**src/rtl/dpb_pkg.sv**
```systemverilog
// shared types and constants of the depth pixel back-projection block
// no dependencies
`default_nettype none

package dpb_pkg;

  // low bits of row and column taken into account
  localparam int unsigned COORD_BITS = 11;

  localparam int unsigned ROW_W   = 11;
  localparam int unsigned DEPTH_W = 16;
  localparam int unsigned COLOR_W = 8;
  localparam int unsigned CENTER_W = 12;
  localparam int unsigned RECIP_W  = 25;
  localparam int unsigned Z_W      = 23;
  localparam int unsigned COORD_W  = 32;

  // coordinate bits actually present in the input fields
  localparam int unsigned COORD_USE = (COORD_BITS < ROW_W) ? COORD_BITS : ROW_W;
  localparam int unsigned TWICE_W   = COORD_USE + 1;
  localparam int unsigned MAG_W     = (TWICE_W > CENTER_W) ? TWICE_W : CENTER_W;

  // configuration port
  localparam int unsigned CFG_IDX_W  = 3;
  localparam int unsigned CFG_DATA_W = RECIP_W;

  localparam logic [CFG_IDX_W-1:0] CFG_CENTER_X  = 3'd0;
  localparam logic [CFG_IDX_W-1:0] CFG_CENTER_Y  = 3'd1;
  localparam logic [CFG_IDX_W-1:0] CFG_INV_FX    = 3'd2;
  localparam logic [CFG_IDX_W-1:0] CFG_INV_FY    = 3'd3;
  localparam logic [CFG_IDX_W-1:0] CFG_INV_DEPTH = 3'd4;

  localparam logic [CENTER_W-1:0] CENTER_X_RST  = 12'd651;
  localparam logic [CENTER_W-1:0] CENTER_Y_RST  = 12'd507;
  localparam logic [RECIP_W-1:0]  INV_FX_RST    = 25'd32388;
  localparam logic [RECIP_W-1:0]  INV_FY_RST    = 25'd32327;
  localparam logic [RECIP_W-1:0]  INV_DEPTH_RST = 25'd16777;

  typedef struct packed {
    logic [ROW_W-1:0]   pixel_row;
    logic [ROW_W-1:0]   pixel_col;
    logic [DEPTH_W-1:0] raw_depth;
    logic [COLOR_W-1:0] blue_in;
    logic [COLOR_W-1:0] green_in;
    logic [COLOR_W-1:0] red_in;
  } pixel_t;

  typedef struct packed {
    logic signed [COORD_W-1:0] point_x;
    logic signed [COORD_W-1:0] point_y;
    logic [Z_W-1:0]            point_z;
    logic [COLOR_W-1:0]        blue_out;
    logic [COLOR_W-1:0]        green_out;
    logic [COLOR_W-1:0]        red_out;
  } point_t;

  typedef struct packed {
    logic [COLOR_W-1:0] blue;
    logic [COLOR_W-1:0] green;
    logic [COLOR_W-1:0] red;
  } color_t;

endpackage

`default_nettype wire

```
**src/rtl/dpb_axis.sv**
```systemverilog
// one lateral axis of the back-projection: offset, two multiplies, round and saturate
// depends on dpb_pkg; four register stages, z joins the product after the second
`default_nettype none

module dpb_axis import dpb_pkg::*; (
  input  wire logic                clk_i,
  input  wire logic [COORD_USE-1:0] coord_i,
  input  wire logic [CENTER_W-1:0] center2_i,
  input  wire logic [RECIP_W-1:0]  inv_f_i,
  input  wire logic [Z_W-1:0]      z_i,
  output logic [COORD_W-1:0]       result_o
);

  localparam int unsigned MF_W  = MAG_W + RECIP_W;
  localparam int unsigned PR_W  = MF_W + Z_W;
  localparam int unsigned Q_W   = PR_W - 24;
  localparam logic [Q_W-1:0] NEG_LIM = Q_W'(64'h8000_0000);
  localparam logic [Q_W-1:0] POS_LIM = Q_W'(64'h7FFF_FFFF);

  logic [MAG_W-1:0] twice, center, mag_d, mag_q;
  logic             neg_d, neg1_q, neg2_q, neg3_q;
  logic [MF_W-1:0]  magf_q;
  logic [PR_W-1:0]  prod_q;
  logic [PR_W:0]    rnd;
  logic [Q_W-1:0]   q16, sat;
  logic [COORD_W-1:0] result_d, result_q;

  // stage 1: offset in half pixels, as magnitude and sign
  always_comb begin
    twice  = MAG_W'({coord_i, 1'b0});
    center = MAG_W'(center2_i);
    neg_d  = twice < center;
    mag_d  = neg_d ? (center - twice) : (twice - center);
  end

  // stage 4: round half away from zero to q.16, clamp, apply sign
  always_comb begin
    rnd = {1'b0, prod_q} + (PR_W+1)'(1 << 24);
    q16 = rnd[PR_W:25];
    if (neg3_q) begin
      sat      = (q16 > NEG_LIM) ? NEG_LIM : q16;
      result_d = ~sat[COORD_W-1:0] + COORD_W'(1);
    end else begin
      sat      = (q16 > POS_LIM) ? POS_LIM : q16;
      result_d = sat[COORD_W-1:0];
    end
  end

  always_ff @(posedge clk_i) begin
    mag_q    <= mag_d;
    neg1_q   <= neg_d;
    magf_q   <= MF_W'(mag_q) * MF_W'(inv_f_i);
    neg2_q   <= neg1_q;
    prod_q   <= PR_W'(magf_q) * PR_W'(z_i);
    neg3_q   <= neg2_q;
    result_q <= result_d;
  end

  assign result_o = result_q;

endmodule

`default_nettype wire

```
**config.mk**
```make
export PLATFORM = sky130hd
export DESIGN_NAME = dpb_axis
export DESIGN_NICKNAME = d
export VERILOG_FILES = /design/src/rtl/dpb_pkg.sv /design/src/rtl/dpb_axis.sv
export SDC_FILE = /design/constraint.sdc
export NUM_CORES = 2
export LEC_CHECK = 0
export ABC_AREA = 1
export BUFFER_PORTS_ARGS = -buffer_cell sky130_fd_sc_hd__buf_2
export CAP_MARGIN = 40
export CORE_MARGIN = 3
export CORE_UTILIZATION = 54
export DETAILED_ROUTE_END_ITERATION = 6
export PLACE_DENSITY = 0.7
export SLEW_MARGIN = 40
export SYNTH_ARGS = -nofsm -noshare
export SYNTH_HDL_FRONTEND = slang
export SYNTH_SLANG_ARGS = --single-unit
```
**constraint.sdc**
```tcl
create_clock -name clk_i -period 8.7 [get_ports clk_i]
set_clock_uncertainty 0.05 [all_clocks]
set_input_delay 0 -clock clk_i [delete_from_list [all_inputs] [get_ports clk_i]]
set_output_delay 0 -clock clk_i [all_outputs]
set_load 0.03 [all_outputs]
```
=== Word-level counts from Yosys, hierarchy flattened ===
Index checks and enable logic that the tools add are counted.

* $add $sub $neg: 4
* $mul: 2
* Order comparisons: 3
* Mux-type cells: 4
* Bitwise operators: 1

{| class="wikitable"
|+ Operators with widths
! operator !! number
|-
| $mux 32 || 3
|-
| $add 60x25->61 const B || 1
|-
| $mul 37x23->60 || 1
|-
| $mul 12x25->37 || 1
|-
| $gt 36x31->1 const B || 1
|-
| $gt 36x32->1 const B || 1
|-
| $add 32x1->32 const B || 1
|-
| $not 32->32 || 1
|-
| $sub 12x12->12 || 2
|-
| $lt 12x12->1 || 1
|-
| $mux 12 || 1
|}

* Register bits: 144
* Input bits: 72
* Output and inout port bits: 32
* Logic and storage cells: 21

=== Longest topological paths before layout ===
* Word-level depth: 6
* Mapped depth: 31
* Depth with buffers taken out: 29

=== Worst setup path after synthesis ===
Ideal clock, no wire load.

* Kind: register to register
* From: register magf_q[32]
* To: register prod_q[59]
* Library setup time: 0.127 ns
* Arrival time: 5.828 ns
* Data required time: 8.523 ns
* Slack: 2.696 ns
* Stages on the path, launching flop included: 24
* Buffers on the path: 1
* Clock period less this slack: 6.004 ns
* Cells stage by stage: dfxtp_1 clkbuf_1 nand2_1 fa_1 inv_1 fa_1 inv_1 fa_1 inv_1 fa_1 fa_1 fa_1 inv_1 fa_1 inv_1 ha_1 a21oi_1 inv_1 a31oi_1 a21boi_0 o21ai_0 a21oi_1 o21ai_0 xor2_1

* Word-level cells in the longest chain between the ends: 1

{| class="wikitable"
|+ Ends and longest elaborated chain
! item !! RTL line !! RTL
|-
| start: declaration || dpb_axis.sv:22 || <nowiki>logic [MF_W-1:0] magf_q;</nowiki>
|-
| start signal: assignment || dpb_axis.sv:52 || <nowiki>magf_q <= MF_W'(mag_q) * MF_W'(inv_f_i);</nowiki>
|-
| $mul 37x23->60 || dpb_axis.sv:54 || <nowiki>prod_q <= PR_W'(magf_q) * PR_W'(z_i);</nowiki>
|-
| end signal: assignment || dpb_axis.sv:54 ||
|-
| end: declaration || dpb_axis.sv:23 || <nowiki>logic [PR_W-1:0] prod_q;</nowiki>
|}

No other way between the ends.

=== Final worst setup path ===
* From: register magf_q[34]
* To: register prod_q[59]

The elaborated chain is that of the path after synthesis.

==> summary.txt <==
Status
  – Status: finished, final reports clean

Clock network
  – CTS tree: yes
  – Number of H-tree levels: 4
  – Worst-path clk slew: 0.07 ns
  – Clk_lat worst skew: 0.48 ns
  – Post-CTS Resized: 0
  – Max Buffers Root-to-Sink: 2
  – Post-CTS Setup Repair Bufs: 0
  – Hold buffers post-CTS: 16
  – Clock sinks: 120
  – Root buf cell: clkbuf_16
  – Num CTS Buffers: 17

GRT
  – Largest net degree at the start of global routing: 55
  – Vias in the first global route: 36900
  – Global-route track usage on met2: 0.512
  – Initial antenna violation count: 1
  – Tot GR Track Use: 0.291
  – GRT overflow: 0
  – Gr busiest metal: met2
  – GR Util met1: 0.370
  – Met3 Use GR: 0.0398
  – First-pass GRT wire length: 190000 microns

Logic synthesis
  – Sequential fraction of the synthesis area: 0.0561
  – Post-synthesis mux area share: 0.000234
  – Syn. warnings: 0
  – Post-synthesis compound-gate area fraction: 0.0546
  – Top_reg_cell synth: dfxtp_1
  – Post-Synth Adder-Cell Area: 0.533
  – Main combinational cell family by area after synthesis: adder cells
  – Flop and latch count out of synthesis: 120
  – Synthesized instance count: 5597
  – Number of synthesized flops with an enable pin: 0
  – Synth Area in Simple Gates: 0.175
  – Unique masters post-synth: 56
  – Fraction of registers with async set/reset: 0
  – Mean Syn Cell Area: 7.65 sq um
  – Cell Area, Synth: 42800 sq um
  – Synthesized net count: 6913
  – Post-Synth XOR/XNOR Area: 0.0188

Timing
  – Worst slew pin tran: 0.890 ns
  – Fin. Hold Viols: 0
  – Headroom to the max-slew limit: 0.406
  – Tmin final: 7.09 ns
  – Fin crit share: 0.815
  – Max-slew violations: 0
  – F_max: 141 MHz
  – RSZ-0062 raised after global routing: no
  – Setup TNS: 0 ns
  – Setup violators final: 0

Floorplan
  – Die W: 288 microns
  – Cell row count: 102
  – Die span in y: 288 microns
  – Initial Util: 0.549
  – # IOs: 104
  – Core area: 78000 sq um
  – DIE AREA: 82700 sq um

Worst setup path
  – RR Startpoint: magf_q[34]
  – Slowest CP cell: dfxtp_1
  – CP Launch Type: register
  – Crit end category: register
  – Crit Path Max Fanout: 15
  – Cell mode on critical path: fa_1
  – Arr. time, crit path: 7.41 ns
  – Worst path max stage delay: 0.85 ns
  – Worst Setup SP: magf_q[34]
  – Ordered cell list for the critical path: buf_4, nand2_1, inv_1, fa_1, fa_1, inv_1, fa_1, fa_1, inv_1, fa_1, fa_1, inv_1, fa_1, inv_1, ha_1, a21oi_1, inv_1, a31oi_1, a21boi_0, o21ai_0, a21oi_1, o21ai_0, xor2_1
  – Required @ worst endpoint: 9.02 ns
  – Setup CP Type: reg2reg

Drt
  – Drt drc: 0
  – Post-route antenna net violation count: 0
  – WL final: 115000 microns
  – DRT iter0 DRCs: 2256
  – Vias post-DR: 34400
  – Vias per cell: 5.23
  – DR pass1 iterations: 6
  – Routed length per instance: 17.5 microns

Final layout
  – Footprint of the multi-input gates: 33400 sq um
  – FF+latch area: 2420 sq um
  – Area Overhead vs Synth: 4.58%
  – Fill cells: 7353
  – Share of layout cells above drive strength 1: 0.0411
  – Fin nets: 6845

Place
  – DP Wirelength: 92600 microns
  – GPL Wtd Cong: 0.941
  – PortBufs: 103

Min path
  – Worst hold start: center2_i[8]
  – Hold WC Path Type: in2reg

Flow run
  – Max Cap Viol: 0
flip-flops by register name, summed over array words and instances, names as in the netlist:
register and cells:
prod_q 36, magf_q 37, neg1_q 1, mag_q 12, result_o 32, neg3_q 1
neg2_q 1
worst max-delay path, delay by kind of cell, from the launching register on:
family,cells,cell delay [ns]
DFF,1,0.85
xor gates and xnor gates,1,0.16
adders and majority gates,8,3.74
buffers and inverters,7,0.68
AOI/OAI and AO/OA,6,1.43
and+or+nand+nor,1,0.06
synthesized netlist by cell type (4+ instances only):
master,number,area [sq um]
inv_1,1593,5980
nand2_1,1549,5810
fa_1,963,19300
ha_1,281,3520
nor2_1,206,773
clkbuf_1,201,754
a21oi_1,146,731
dfxtp_1,120,2400
o21ai_0,105,526
nand3_1,82,410
xor2_1,58,508
a31oi_1,37,231
buf_1,34,128
xnor2_1,34,298
o21bai_1,17,128
nand4_1,14,87.6
o21a_1,13,97.6
o41ai_1,13,114
nor3_1,12,60.1
o31ai_1,10,75.1
a21boi_0,9,67.6
a21o_1,7,52.6
nand2_2,7,43.8
a221oi_1,6,52.6
buf_2,6,30.0
nor2_2,6,37.5
nor2_4,6,67.6
o21ai_1,6,30.0
nand3b_1,5,37.5
a22oi_1,4,30.0
and2_1,4,25.0
nand3_2,4,40.0
logic make-up after synthesis:
family	Yosys count
DFF	120
adders and majority gates	1244
buffers and inverters	1843
AOI/OAI and AO/OA	393
muxes	1
and+or+nand+nor	1904
xor gates and xnor gates	92
worst paths after layout:
check,to,cells past startpoint,slack (ns)
min reg2reg,neg2_q,0,0.29
min,mag_q[8],3,0.03
max,prod_q[59],23,1.61
max reg2reg,prod_q[59],23,1.61
metrics by stage:
step,cell area (sq um),cells,hold WS (ns),util,setup WS (ns)
2_1_floorplan,42800,5597,-0.0223,-,2.70
3_3_place_gp,44000,6534,0.126,0.564,1.49
3_5_place_dp,44000,6534,0.126,0.564,1.69
4_1_cts,44700,6582,0.0123,0.574,1.67
5_1_grt,44800,6583,0.0347,0.574,1.30
6_report,44800,6583,0.0344,0.574,1.61
final cells by class:
cell class / count / share of cell area
diodes: 1 / 0.0000559
clock buffers: 18 / 0.00981
clock inverters: 14 / 0.00307
inverters: 1597 / 0.134
multi-input cells: 3634 / 0.747
flip-flops and latches: 120 / 0.0541
well taps: 1040 / 0.0291
repair buffers: 159 / 0.0229
per-layer routing:
metal	vias up	wire, microns
li1	15800	-
met1	16900	45900
met2	1411	57100
met3	265	8500
met4	0	3840
met5	-	0
layout by cell type (no fill, tap or decap), types with 14 or more instances in the layout:
cell type and instances:
dfxtp_1 103, xor2_1 58, a31oi_1 37, nor2_1 206
nand4_1 14, nand2_1 1549, xnor2_1 34, o21ai_0 105
ha_1 281, inv_1 1593, a21oi_1 146, buf_2 83
clkbuf_16 17, o21bai_1 17, dfxtp_2 17, nand3_1 82
buf_4 60, fa_1 963, dlygate4sd3_1 16
Power is left out: the tool's default activity adds up to more than one toggle a clock period on the data nets, which glitch-free logic cannot reach.
